### src/rtl/ttw_pkg.sv
// ----------------------------------------------------------------------------
// ttw_pkg
// Shared constants, types and field widths for the tile text word wrap core.
// ----------------------------------------------------------------------------
`default_nettype none

package ttw_pkg;

	localparam int MAX_WORD   = 32;
	localparam int COORD_BITS = 16;

	localparam int WL_W   = $clog2(MAX_WORD + 1);
	localparam int ADDR_W = $clog2(MAX_WORD);

	localparam int CHAR_W = 8;
	localparam int TILE_W = 8;
	localparam int WRAP_W = 16;
	localparam int DATA_W = 16;
	localparam int POS_W  = WRAP_W + 1;
	localparam int PROD_W = TILE_W + WL_W;
	localparam int NIB_W  = 4;

	localparam int IN_TDATA_W  = 8 * ((CHAR_W + 2 * COORD_BITS + 7) / 8);
	localparam int OUT_FIELD_W = 2 * NIB_W + 4 * COORD_BITS + 1;
	localparam int OUT_TDATA_W = 8 * ((OUT_FIELD_W + 7) / 8);
	localparam int IN_TUSER_W  = 2;

	localparam logic [CHAR_W-1:0] TERM_CODE  = 8'd0;
	localparam logic [CHAR_W-1:0] SPACE_CODE = 8'd32;

	localparam logic [TILE_W-1:0] TILE_W_RST = 8'd8;
	localparam logic [TILE_W-1:0] TILE_H_RST = 8'd8;
	localparam logic [WRAP_W-1:0] WRAP_RST   = 16'd640;
	localparam logic [WRAP_W-1:0] COLS_RST   = WRAP_RST / WRAP_W'(TILE_W_RST);

	typedef enum logic [1:0] {
		CFG_TILE_WIDTH  = 2'd0,
		CFG_TILE_HEIGHT = 2'd1,
		CFG_WRAP_WIDTH  = 2'd2,
		CFG_UNUSED      = 2'd3
	} cfg_idx_t;

	localparam logic RES_GLYPH  = 1'b0;
	localparam logic RES_REPORT = 1'b1;

	typedef struct packed {
		logic              start;
		logic [WRAP_W-1:0] dividend;
		logic [TILE_W-1:0] divisor;
	} div_req_t;

	typedef struct packed {
		logic              busy;
		logic              done;
		logic [WRAP_W-1:0] quot;
	} div_rsp_t;

endpackage

`default_nettype wire

### src/rtl/ttw_ram.sv
// ----------------------------------------------------------------------------
// ttw_ram
// Generic single-write, single-read RAM with registered read data.
// ----------------------------------------------------------------------------
`default_nettype none

module ttw_ram #(
	parameter int WIDTH = 8,
	parameter int DEPTH = 32
) (
	input  wire logic                     clk,
	input  wire logic                     wr_en,
	input  wire logic [$clog2(DEPTH)-1:0] wr_addr,
	input  wire logic [WIDTH-1:0]         wr_data,
	input  wire logic                     rd_en,
	input  wire logic [$clog2(DEPTH)-1:0] rd_addr,
	output logic      [WIDTH-1:0]         rd_data
);

	logic [WIDTH-1:0] mem_q [DEPTH];

	always_ff @(posedge clk) begin
		if (wr_en) begin
			mem_q[wr_addr] <= wr_data;
		end
		if (rd_en) begin
			rd_data <= mem_q[rd_addr];
		end
	end

endmodule

`default_nettype wire

### src/rtl/ttw_div.sv
// ----------------------------------------------------------------------------
// ttw_div
// Restoring divider, one quotient bit per cycle: columns = wrap / tile width.
// ----------------------------------------------------------------------------
`default_nettype none

module ttw_div (
	input  wire logic              clk,
	input  wire logic              arst_n,
	input  wire ttw_pkg::div_req_t req,
	output ttw_pkg::div_rsp_t      rsp
);

	import ttw_pkg::*;

	localparam int CNT_W = $clog2(WRAP_W);

	logic [WRAP_W-1:0] dividend_q;
	logic [WRAP_W-1:0] quot_q;
	logic [TILE_W-1:0] divisor_q;
	logic [TILE_W-1:0] rem_q;
	logic [CNT_W-1:0]  cnt_q;
	logic              busy_q;
	logic              done_q;

	logic [TILE_W:0]   shifted;
	logic              ge;
	logic [TILE_W-1:0] diff;

	always_comb begin
		shifted = {rem_q, dividend_q[WRAP_W-1]};
		ge      = shifted >= {1'b0, divisor_q};
		diff    = shifted[TILE_W-1:0] - divisor_q;
	end

	always_ff @(posedge clk or negedge arst_n) begin
		if (!arst_n) begin
			busy_q <= 1'b0;
			done_q <= 1'b0;
			cnt_q  <= '0;
		end else begin
			done_q <= busy_q && !req.start && (cnt_q == CNT_W'(WRAP_W - 1));
			if (req.start) begin
				busy_q <= 1'b1;
				cnt_q  <= '0;
			end else if (busy_q) begin
				cnt_q <= cnt_q + 1'b1;
				if (cnt_q == CNT_W'(WRAP_W - 1)) begin
					busy_q <= 1'b0;
				end
			end
		end
	end

	always_ff @(posedge clk) begin
		if (req.start) begin
			dividend_q <= req.dividend;
			divisor_q  <= req.divisor;
			rem_q      <= '0;
			quot_q     <= '0;
		end else if (busy_q) begin
			dividend_q <= {dividend_q[WRAP_W-2:0], 1'b0};
			rem_q      <= ge ? diff : shifted[TILE_W-1:0];
			quot_q     <= {quot_q[WRAP_W-2:0], ge};
		end
	end

	assign rsp.busy = busy_q;
	assign rsp.done = done_q;
	assign rsp.quot = (divisor_q == '0) ? '0 : quot_q;

endmodule

`default_nettype wire

### src/rtl/tile_text_word_wrap_core.sv
// ----------------------------------------------------------------------------
// tile_text_word_wrap_core
// Greedy word wrap of a byte stream onto fixed-size glyph tiles.
// ----------------------------------------------------------------------------
// An ordinary byte is taken while idle and gives no result. A space or terminator
// closing a word passes through PLACE1 and PLACE2, then per glyph a buffer read and
// an output load (none when measuring), then the report after a terminator.
// A busy receiver stretches each output load until the register frees up.
// A write of tile width or wrap width runs the divider to update the column limit.
// Reset (arst_n, async, low) clears the layout; the word buffer is not cleared.
`default_nettype none

module tile_text_word_wrap_core (
	input  wire logic                               clk,
	input  wire logic                               arst_n,
	// char_code[7:0], start_x[23:8], start_y[39:24]
	input  wire logic [ttw_pkg::IN_TDATA_W-1:0]     s_tdata,
	// first_of_text[0], measure_only[1]
	input  wire logic [ttw_pkg::IN_TUSER_W-1:0]     s_tuser,
	input  wire logic                               s_tvalid,
	output logic                                    s_tready,
	// tile_column[3:0], tile_row[7:4], dest_x[23:8], dest_y[39:24],
	// text_width[55:40], text_height[71:56], word_overflow[72], zero fill above
	output logic      [ttw_pkg::OUT_TDATA_W-1:0]    m_tdata,
	// result_kind[0]
	output logic                                    m_tuser,
	output logic                                    m_tlast,
	output logic                                    m_tvalid,
	input  wire logic                               m_tready,
	input  wire logic                               cfg_valid,
	output logic                                    cfg_ready,
	input  wire logic [1:0]                         cfg_index,
	input  wire logic [ttw_pkg::DATA_W-1:0]         cfg_data
);

	import ttw_pkg::*;

	typedef enum logic [6:0] {
		ST_IDLE    = 7'b0000001,
		ST_DIV     = 7'b0000010,
		ST_PLACE1  = 7'b0000100,
		ST_PLACE2  = 7'b0001000,
		ST_EMIT_RD = 7'b0010000,
		ST_EMIT_WR = 7'b0100000,
		ST_REPORT  = 7'b1000000
	} state_t;

	state_t st_q;

	logic [TILE_W-1:0]     tw_q;
	logic [TILE_W-1:0]     th_q;
	logic [WRAP_W-1:0]     wrap_q;
	logic [WRAP_W-1:0]     cols_q;
	logic [WL_W-1:0]       wl_q;
	logic [POS_W-1:0]      lp_q;
	logic [COORD_BITS-1:0] pen_x_q;
	logic [COORD_BITS-1:0] pen_y_q;
	logic [COORD_BITS-1:0] origin_q;
	logic [COORD_BITS-1:0] max_ext_q;
	logic                  first_q;
	logic                  after_sp_q;
	logic                  ovf_q;
	logic                  meas_q;
	logic                  term_q;

	logic [WL_W-1:0]       n_q;
	logic [WL_W-1:0]       j_q;
	logic                  over_q;
	logic [PROD_W-1:0]     prod_q;
	logic [PROD_W:0]       adv_q;
	logic [COORD_BITS-1:0] rel_q;
	logic [COORD_BITS-1:0] emit_x_q;
	logic [COORD_BITS-1:0] emit_y_q;

	logic                   m_valid_q;
	logic [OUT_TDATA_W-1:0] m_data_q;
	logic                   m_kind_q;
	logic                   m_last_q;

	div_req_t div_req;
	div_rsp_t div_rsp;

	logic [CHAR_W-1:0]     in_char;
	logic [COORD_BITS-1:0] in_sx;
	logic [COORD_BITS-1:0] in_sy;
	logic                  in_first;
	logic                  in_meas;
	logic                  in_xfer;
	logic                  cfg_xfer;
	logic [WL_W-1:0]       wl_eff;
	logic                  as_eff;
	logic                  buf_we;
	logic [CHAR_W-1:0]     buf_rd;
	logic                  buf_re;
	logic                  out_free;
	logic                  out_load;

	logic [POS_W:0]        fit_sum;
	logic [PROD_W-1:0]     prod_c;
	logic                  case_new;
	logic [COORD_BITS-1:0] ext_a;
	logic [COORD_BITS-1:0] ext_b;
	logic [COORD_BITS-1:0] ext;
	logic [COORD_BITS-1:0] adv_c;
	logic [COORD_BITS-1:0] pen_y_adv;
	logic [POS_W-1:0]      n_inc;

	always_comb begin
		in_char  = s_tdata[CHAR_W-1:0];
		in_sx    = s_tdata[CHAR_W +: COORD_BITS];
		in_sy    = s_tdata[CHAR_W + COORD_BITS +: COORD_BITS];
		in_first = s_tuser[0];
		in_meas  = s_tuser[1];

		s_tready  = (st_q == ST_IDLE) && !cfg_valid;
		cfg_ready = (st_q == ST_IDLE);
		in_xfer   = s_tvalid && s_tready;
		cfg_xfer  = cfg_valid && cfg_ready;
		out_free  = !m_valid_q || m_tready;
		out_load  = ((st_q == ST_EMIT_WR) || (st_q == ST_REPORT)) && out_free;

		wl_eff = in_first ? '0 : wl_q;
		as_eff = in_first ? 1'b0 : after_sp_q;
		buf_we = in_xfer && (in_char != TERM_CODE) && (in_char != SPACE_CODE) &&
			(wl_eff < WL_W'(MAX_WORD));
		buf_re = (st_q == ST_EMIT_RD);

		div_req.start    = cfg_xfer && ((cfg_index == CFG_TILE_WIDTH) ||
			(cfg_index == CFG_WRAP_WIDTH));
		div_req.dividend = (cfg_index == CFG_WRAP_WIDTH) ? cfg_data : wrap_q;
		div_req.divisor  = (cfg_index == CFG_TILE_WIDTH) ? cfg_data[TILE_W-1:0] : tw_q;

		fit_sum = {1'b0, lp_q} + (POS_W + 1)'(wl_q);
		prod_c  = PROD_W'(tw_q) * PROD_W'(wl_q);

		case_new  = over_q && !first_q;
		adv_c     = COORD_BITS'(adv_q);
		pen_y_adv = pen_y_q + COORD_BITS'(th_q);
		n_inc     = POS_W'(n_q) + 1'b1;
		ext_a     = case_new ? '0 : rel_q;
		ext_b     = (over_q && first_q) ? COORD_BITS'(prod_q) : adv_c;
		ext       = ext_a + ext_b;
	end

	always_ff @(posedge clk or negedge arst_n) begin
		if (!arst_n) begin
			st_q       <= ST_IDLE;
			tw_q       <= TILE_W_RST;
			th_q       <= TILE_H_RST;
			wrap_q     <= WRAP_RST;
			cols_q     <= COLS_RST;
			wl_q       <= '0;
			lp_q       <= '0;
			pen_x_q    <= '0;
			pen_y_q    <= '0;
			origin_q   <= '0;
			max_ext_q  <= '0;
			first_q    <= 1'b1;
			after_sp_q <= 1'b0;
			ovf_q      <= 1'b0;
			meas_q     <= 1'b0;
			m_valid_q  <= 1'b0;
		end else begin
			if (out_load) begin
				m_valid_q <= 1'b1;
			end else if (m_tready) begin
				m_valid_q <= 1'b0;
			end
			unique case (st_q)
				ST_IDLE: begin
					if (cfg_xfer) begin
						case (cfg_index)
							CFG_TILE_WIDTH:  tw_q   <= cfg_data[TILE_W-1:0];
							CFG_TILE_HEIGHT: th_q   <= cfg_data[TILE_W-1:0];
							CFG_WRAP_WIDTH:  wrap_q <= cfg_data;
							default: ;
						endcase
						if (div_req.start) begin
							st_q <= ST_DIV;
						end
					end else if (in_xfer) begin
						if (in_first) begin
							origin_q  <= in_sx;
							pen_x_q   <= in_sx;
							pen_y_q   <= in_sy;
							lp_q      <= '0;
							max_ext_q <= '0;
							first_q   <= 1'b1;
							ovf_q     <= 1'b0;
							meas_q    <= in_meas;
						end
						if (in_char == TERM_CODE) begin
							wl_q       <= wl_eff;
							after_sp_q <= 1'b0;
							st_q       <= as_eff ? ST_REPORT : ST_PLACE1;
						end else if (in_char == SPACE_CODE) begin
							wl_q       <= wl_eff;
							after_sp_q <= 1'b1;
							st_q       <= ST_PLACE1;
						end else begin
							after_sp_q <= 1'b0;
							if (buf_we) begin
								wl_q <= wl_eff + 1'b1;
							end else begin
								wl_q  <= wl_eff;
								ovf_q <= 1'b1;
							end
						end
					end
				end
				ST_DIV: begin
					if (div_rsp.done) begin
						cols_q <= div_rsp.quot;
						st_q   <= ST_IDLE;
					end
				end
				ST_PLACE1: begin
					st_q <= ST_PLACE2;
				end
				ST_PLACE2: begin
					wl_q <= '0;
					if ($signed(ext) > $signed(max_ext_q)) begin
						max_ext_q <= ext;
					end
					if (!over_q) begin
						lp_q    <= lp_q + n_inc;
						pen_x_q <= pen_x_q + adv_c;
						first_q <= 1'b0;
					end else if (first_q) begin
						lp_q    <= '0;
						pen_x_q <= origin_q;
						pen_y_q <= pen_y_adv;
					end else begin
						lp_q    <= n_inc;
						pen_x_q <= origin_q + adv_c;
						pen_y_q <= pen_y_adv;
					end
					if (meas_q || (n_q == '0)) begin
						st_q <= term_q ? ST_REPORT : ST_IDLE;
					end else begin
						st_q <= ST_EMIT_RD;
					end
				end
				ST_EMIT_RD: begin
					st_q <= ST_EMIT_WR;
				end
				ST_EMIT_WR: begin
					if (out_free) begin
						if (j_q == n_q - 1'b1) begin
							st_q <= term_q ? ST_REPORT : ST_IDLE;
						end else begin
							st_q <= ST_EMIT_RD;
						end
					end
				end
				ST_REPORT: begin
					if (out_free) begin
						st_q <= ST_IDLE;
					end
				end
				default: st_q <= ST_IDLE;
			endcase
		end
	end

	always_ff @(posedge clk) begin
		if (in_xfer) begin
			term_q <= (in_char == TERM_CODE);
		end
		if (st_q == ST_PLACE1) begin
			n_q    <= wl_q;
			over_q <= fit_sum > (POS_W + 1)'(cols_q);
			prod_q <= prod_c;
			adv_q  <= {1'b0, prod_c} + (PROD_W + 1)'(tw_q);
			rel_q  <= pen_x_q - origin_q;
		end
		if (st_q == ST_PLACE2) begin
			j_q      <= '0;
			emit_x_q <= case_new ? origin_q : pen_x_q;
			emit_y_q <= case_new ? pen_y_adv : pen_y_q;
		end
		if ((st_q == ST_EMIT_WR) && out_free) begin
			j_q      <= j_q + 1'b1;
			emit_x_q <= emit_x_q + COORD_BITS'(tw_q);
			m_kind_q <= RES_GLYPH;
			m_last_q <= (j_q == n_q - 1'b1) && !term_q;
			m_data_q <= OUT_TDATA_W'({emit_y_q, emit_x_q, buf_rd[CHAR_W-1:NIB_W],
				buf_rd[NIB_W-1:0]});
		end
		if ((st_q == ST_REPORT) && out_free) begin
			m_kind_q <= RES_REPORT;
			m_last_q <= 1'b1;
			m_data_q <= OUT_TDATA_W'({ovf_q, pen_y_adv, max_ext_q,
				{(2*NIB_W + 2*COORD_BITS){1'b0}}});
		end
	end

	ttw_ram #(
		.WIDTH(CHAR_W),
		.DEPTH(MAX_WORD)
	) u_word_buf (
		.clk    (clk),
		.wr_en  (buf_we),
		.wr_addr(wl_eff[ADDR_W-1:0]),
		.wr_data(in_char),
		.rd_en  (buf_re),
		.rd_addr(j_q[ADDR_W-1:0]),
		.rd_data(buf_rd)
	);

	ttw_div u_div (
		.clk   (clk),
		.arst_n(arst_n),
		.req   (div_req),
		.rsp   (div_rsp)
	);

	assign m_tvalid = m_valid_q;
	assign m_tdata  = m_data_q;
	assign m_tuser  = m_kind_q;
	assign m_tlast  = m_last_q;

	a_report_is_last: assert property (@(posedge clk) disable iff (!arst_n)
		(m_tvalid && (m_tuser == RES_REPORT)) |-> m_tlast)
		else $error("size report without last marker");

	a_read_in_word: assert property (@(posedge clk) disable iff (!arst_n)
		(st_q == ST_EMIT_RD) |-> ((j_q < n_q) && (n_q <= WL_W'(MAX_WORD))))
		else $error("glyph read beyond buffered word");

	a_word_len: assert property (@(posedge clk) disable iff (!arst_n)
		wl_q <= WL_W'(MAX_WORD))
		else $error("word length beyond buffer");

	a_cols_bound: assert property (@(posedge clk) disable iff (!arst_n)
		(st_q == ST_IDLE) |-> (cols_q <= wrap_q))
		else $error("column limit above wrap width");

	a_div_only_in_div: assert property (@(posedge clk) disable iff (!arst_n)
		div_rsp.busy |-> (st_q == ST_DIV))
		else $error("divider busy outside config update");

endmodule

`default_nettype wire
### config.mk
export PLATFORM = sky130hd
export DESIGN_NAME = tile_text_word_wrap_core
export DESIGN_NICKNAME = d
export VERILOG_FILES = /design/src/rtl/ttw_pkg.sv /design/src/rtl/ttw_ram.sv /design/src/rtl/ttw_div.sv /design/src/rtl/tile_text_word_wrap_core.sv
export SDC_FILE = /design/constraint.sdc
export NUM_CORES = 1
export LEC_CHECK = 0
export BUFFER_PORTS_ARGS = -buffer_cell sky130_fd_sc_hd__clkbuf_2
export CAP_MARGIN = 15
export CORE_ASPECT_RATIO = 1.5
export CORE_MARGIN = 5
export CORE_UTILIZATION = 55
export CTS_CLUSTER_DIAMETER = 150
export DETAILED_ROUTE_END_ITERATION = 6
export PLACE_DENSITY_LB_ADDON = 0.12
export SYNTH_ARGS = -nofsm -noshare
export SYNTH_HDL_FRONTEND = slang
export SYNTH_SLANG_ARGS = --single-unit
### constraint.sdc
create_clock -name clk -period 5.5 [get_ports clk]
set_input_delay 0.825 -clock clk [delete_from_list [all_inputs] [get_ports clk]]
set_output_delay 0.825 -clock clk [all_outputs]
set_load 0.02 [all_outputs]
==> out/metrics.cfg <==
[worst_setup_path]
crit_required_ps = 5860
worst_path_most_repeated_cell = sky130_fd_sc_hd__fa_1
crit_slowest_cell = sky130_fd_sc_hd__dfrtp_1
worst_setup_path_end_kind = flip-flop
worst_setup_path_category = reg2reg
startpoint_kind_of_the_worst_setup_timing_path = flip-flop
crit_arrival_ps = 5500
path_max_fanout = 18
slowest_delay_ps = 820
chain_of_cells_forming_the_critical_path = nand2_1 -> fa_1 -> fa_1 -> fa_1 -> inv_1 -> ha_1 -> nand2b_1 -> a21oi_1 -> nor2_1 -> ha_1 -> or3_1 -> o21ai_0 -> nand3b_1 -> xnor2_1

[die]
std_cell_core_area_mm2 = 0.05905
placement_rows = 109
fp.dieH_um = 309.4
die_w_um = 209.6
ioPinCount = 150
initial_utilization_pct = 55.66
dieArea_mm2 = 0.06486

[timing]
rsz0062_at_grt = no
totalNegativeSetupSlack_ps = 0
holdWs_ps = 201.1
fin_ws_ps = 355.8
fin_crit_ps = 5144
drv_slew = 0
min_period_over_period_pct = 93.53
finClkSkew_ps = 23.00
timing.final.setup_violations = 0
timing_hold_violations_final = 0
tightest_slew_ps = 1124
max_freq_mhz = 194.4
slew-limit-headroom_pct = 25.07

[clock_network]
max-clock-path-buffers = 3
postCtsHoldBufs = 0
h-tree-depth = 2
clock_slew_seen_by_the_registers_of_the_worst_setup_and_hold_paths_ps = 70
setup_buffers_after_cts = 0
worst_skew_pair.late_latency_ps = 640
total_cts_buffers = 60
tritoncts_clock_tree = built
clock_tree.root_cell = sky130_fd_sc_hd__clkbuf_16
clock-sinks = 631

[route]
dr.pass1.iters = 5
drc = 0
first_iter_violations = 1957
detail_route.wirelength_mm = 87.22
vias = 22650
average_wire_length_per_cell_after_detail_routing_um = 23.12
antenna_violating_nets_post_route = 0
routed_via_density = 6.002

[power_and_ir_drop]
power_density_mw_per_mm2 = 489.6
p_leak_nw = 14.61
vdd.ir_drop.worst_mv = 0.2953

[logic_synthesis]
syn_area_per_cell_um2 = 11.70
proportion_of_synthesized_chip_area_in_sequential_cells_pct = 53.33
netlist_cell_types = 95
synth_warnings = 0
synth_enable_flop_cells = 412
async_reset_ff_share_pct = 24.25
synth-main-ff-cell = sky130_fd_sc_hd__edfxtp_1
yosys_register_bits = 631
mappedNetlistArea_mm2 = 0.03287
netlist_instances = 2809

[global_route]
globalRouteOverflowTotal = 0
grt_pass1_wl_mm = 135.5
grt_max_degree = 70
grt_use_total_pct = 26.78
grt_antenna_before_repair = 10
first_global_vias = 23380

[cells_and_area]
final.fill_count = 4704
stdcell_count = 3773
layout-area-overhead-vs-synth_pct = 11.33
post_route_cells_drive_above_1_share_pct = 14.77
nNetsFinal = 3208

[hold_path]
min_path_type = in2async

[place]
dp_slack_ps = -31.62
placed_cells = 3657
placement.io_buffers = 142
detailed_place_hpwl_mm = 64.42
gp_congestion = 0.9364

[run]
drv.max_cap_violation_count = 0

[status]
status = finished, final reports clean

-- placed cells by master, fill, tap and decap left out, types with 38 or more instances in the layout --
cell type	count
sky130_fd_sc_hd__dfrtp_1	145
sky130_fd_sc_hd__clkbuf_16	63
sky130_fd_sc_hd__nor2_1	219
sky130_fd_sc_hd__edfxtp_1	412
sky130_fd_sc_hd__xnor2_1	79
sky130_fd_sc_hd__mux2i_1	40
sky130_fd_sc_hd__and2_1	55
sky130_fd_sc_hd__dfxtp_1	66
sky130_fd_sc_hd__mux4_2	80
sky130_fd_sc_hd__buf_4	41
sky130_fd_sc_hd__nand2_1	348
sky130_fd_sc_hd__ha_1	166
sky130_fd_sc_hd__a21oi_1	143
sky130_fd_sc_hd__xor2_1	63
sky130_fd_sc_hd__mux2_2	40
sky130_fd_sc_hd__o21ai_0	113
sky130_fd_sc_hd__clkbuf_2	141
sky130_fd_sc_hd__inv_1	138
sky130_fd_sc_hd__a22o_1	38
-- kinds of logic (layout without fill, tap and decap cells) --
group	count (synthesis)	in the layout	synth area share, %
DFF	631	631	53.33
xor gates and xnor gates	142	142	3.783
AOI/OAI and AO/OA	556	556	11.00
muxes	169	169	8.378
adders and majority gates	201	201	8.450
other	1	10	0.01141
and+or+nand+nor	846	846	11.77
buffers and inverters	263	441	3.277
-- power by group --
group / internal (W) / switching [W]
clock network: 0.00261 / 0.00184
registers: 0.00595 / 0.000731
logic: 0.00279 / 0.00399
total: 0.0114 / 0.00656
-- final cells by class --
| cell class | count | area [µm²] | share of cell area (%) |
|---|---|---|---|
| tap | 777 | 972.2 | 2.657 |
| antenna | 3 | 7.507 | 0.02051 |
| clock inverter | 33 | 457.9 | 1.251 |
| sequential | 631 | 17530 | 47.91 |
| multi-input combinational | 1921 | 14330 | 39.16 |
| clock buffer | 80 | 1700 | 4.646 |
| inverter | 143 | 536.8 | 1.467 |
| timing repair buffer | 185 | 1060 | 2.896 |
-- through the flow --
step,utilization [%],power [W],cell area (µm²)
after global routing,61.96,0.01903,36590
final,61.97,0.01792,36600
after CTS,61.94,0.01796,36580
after global placement,58.26,0.01328,34400
after detailed placement,58.28,0.01346,34420
after floorplan,-,0.01144,32890
-- synthesized netlist by cell type, types with 21 or more instances --
master | number | area, µm²
sky130_fd_sc_hd__edfxtp_1 | 412 | 12370
sky130_fd_sc_hd__mux2_2 | 40 | 450.4
sky130_fd_sc_hd__inv_1 | 138 | 518.0
sky130_fd_sc_hd__a22o_1 | 38 | 332.8
sky130_fd_sc_hd__mux2i_1 | 40 | 400.4
sky130_fd_sc_hd__xnor2_1 | 79 | 691.9
sky130_fd_sc_hd__dfrtp_1 | 145 | 3628
sky130_fd_sc_hd__and2_1 | 55 | 344.1
sky130_fd_sc_hd__nor2b_1 | 32 | 200.2
sky130_fd_sc_hd__nor2_1 | 222 | 833.3
sky130_fd_sc_hd__a21o_1 | 33 | 247.7
sky130_fd_sc_hd__nand3_1 | 34 | 170.2
sky130_fd_sc_hd__nor3_1 | 33 | 165.2
sky130_fd_sc_hd__xor2_1 | 63 | 551.8
sky130_fd_sc_hd__nand2b_1 | 22 | 137.6
sky130_fd_sc_hd__fa_1 | 35 | 700.7
sky130_fd_sc_hd__o21a_1 | 30 | 225.2
sky130_fd_sc_hd__mux4_2 | 80 | 1802
sky130_fd_sc_hd__a21oi_1 | 143 | 715.7
sky130_fd_sc_hd__nand2_1 | 348 | 1306
sky130_fd_sc_hd__clkbuf_1 | 81 | 304.0
sky130_fd_sc_hd__a31oi_1 | 25 | 156.4
sky130_fd_sc_hd__ha_1 | 166 | 2077
sky130_fd_sc_hd__and3_1 | 27 | 168.9
sky130_fd_sc_hd__a211oi_1 | 31 | 232.7
sky130_fd_sc_hd__o21ai_0 | 113 | 565.5
sky130_fd_sc_hd__dfxtp_1 | 66 | 1321
sky130_fd_sc_hd__nand4_1 | 21 | 131.4
-- sequential cells by signal, summed over array words and instances, names as in the netlist, 7 cells and up --
register and flops:
u_word_buf.mem_q 256, m_tdata 73, lp_q 17, cols_q 16, emit_x_q 16, emit_y_q 16, max_ext_q 16, origin_q 16
pen_x_q 16, pen_y_q 16, rel_q 16, u_div.dividend_q 16, u_div.quot_q 16, wrap_q 16, adv_q 15, prod_q 14
th_q 8, tw_q 8, u_div.divisor_q 8, u_div.rem_q 8, u_word_buf.rd_data 8, st_q 7
-- per-layer routing --
layer | track usage (%) | vias to the layer above | routed length (µm)
met2 | 48.64 | 760 | 45190
met3 | 3.095 | 214 | 4125
li1 | - | 10480 | -
met1 | 32.13 | 11190 | 33410
met4 | 11.95 | 2 | 4476
met5 | 0 | - | 13
-- worst paths after layout --
| kind | from | end | slack (ps) | cells after the start |
|---|---|---|---|---|
| setup / recovery | wl_q[4] | adv_q[12] | 360 | 14 |
| hold / removal | arst_n | pen_y_q[3] | 200 | 1 |
| setup reg to reg | wl_q[4] | adv_q[12] | 360 | 14 |
| hold reg to reg | m_tuser | m_tuser | 450 | 2 |
| max in group asynchronous | arst_n | u_div.cnt_q[0] | 4170 | 2 |
| min in group clk | s_tuser[1] | meas_q | 410 | 3 |
-- worst max-delay path, delay by kind of cell (launching register included) --
family / cells / cell delay (ps)
XOR/XNOR: 1 / 70
flip-flops: 1 / 820
adder cells (fa/ha/maj): 5 / 2130
AND/OR/NAND/NOR: 5 / 1000
buffers and inverters: 1 / 40
AO/OA/AOI/OAI: 2 / 790
-- repair_timing --
action | CTS | global route
gates resized for setup | 1 | 3
pin swaps | 0 | 0
endpoints found under the setup margin | 16 | 16
Power figures use the tool's default switching activity.
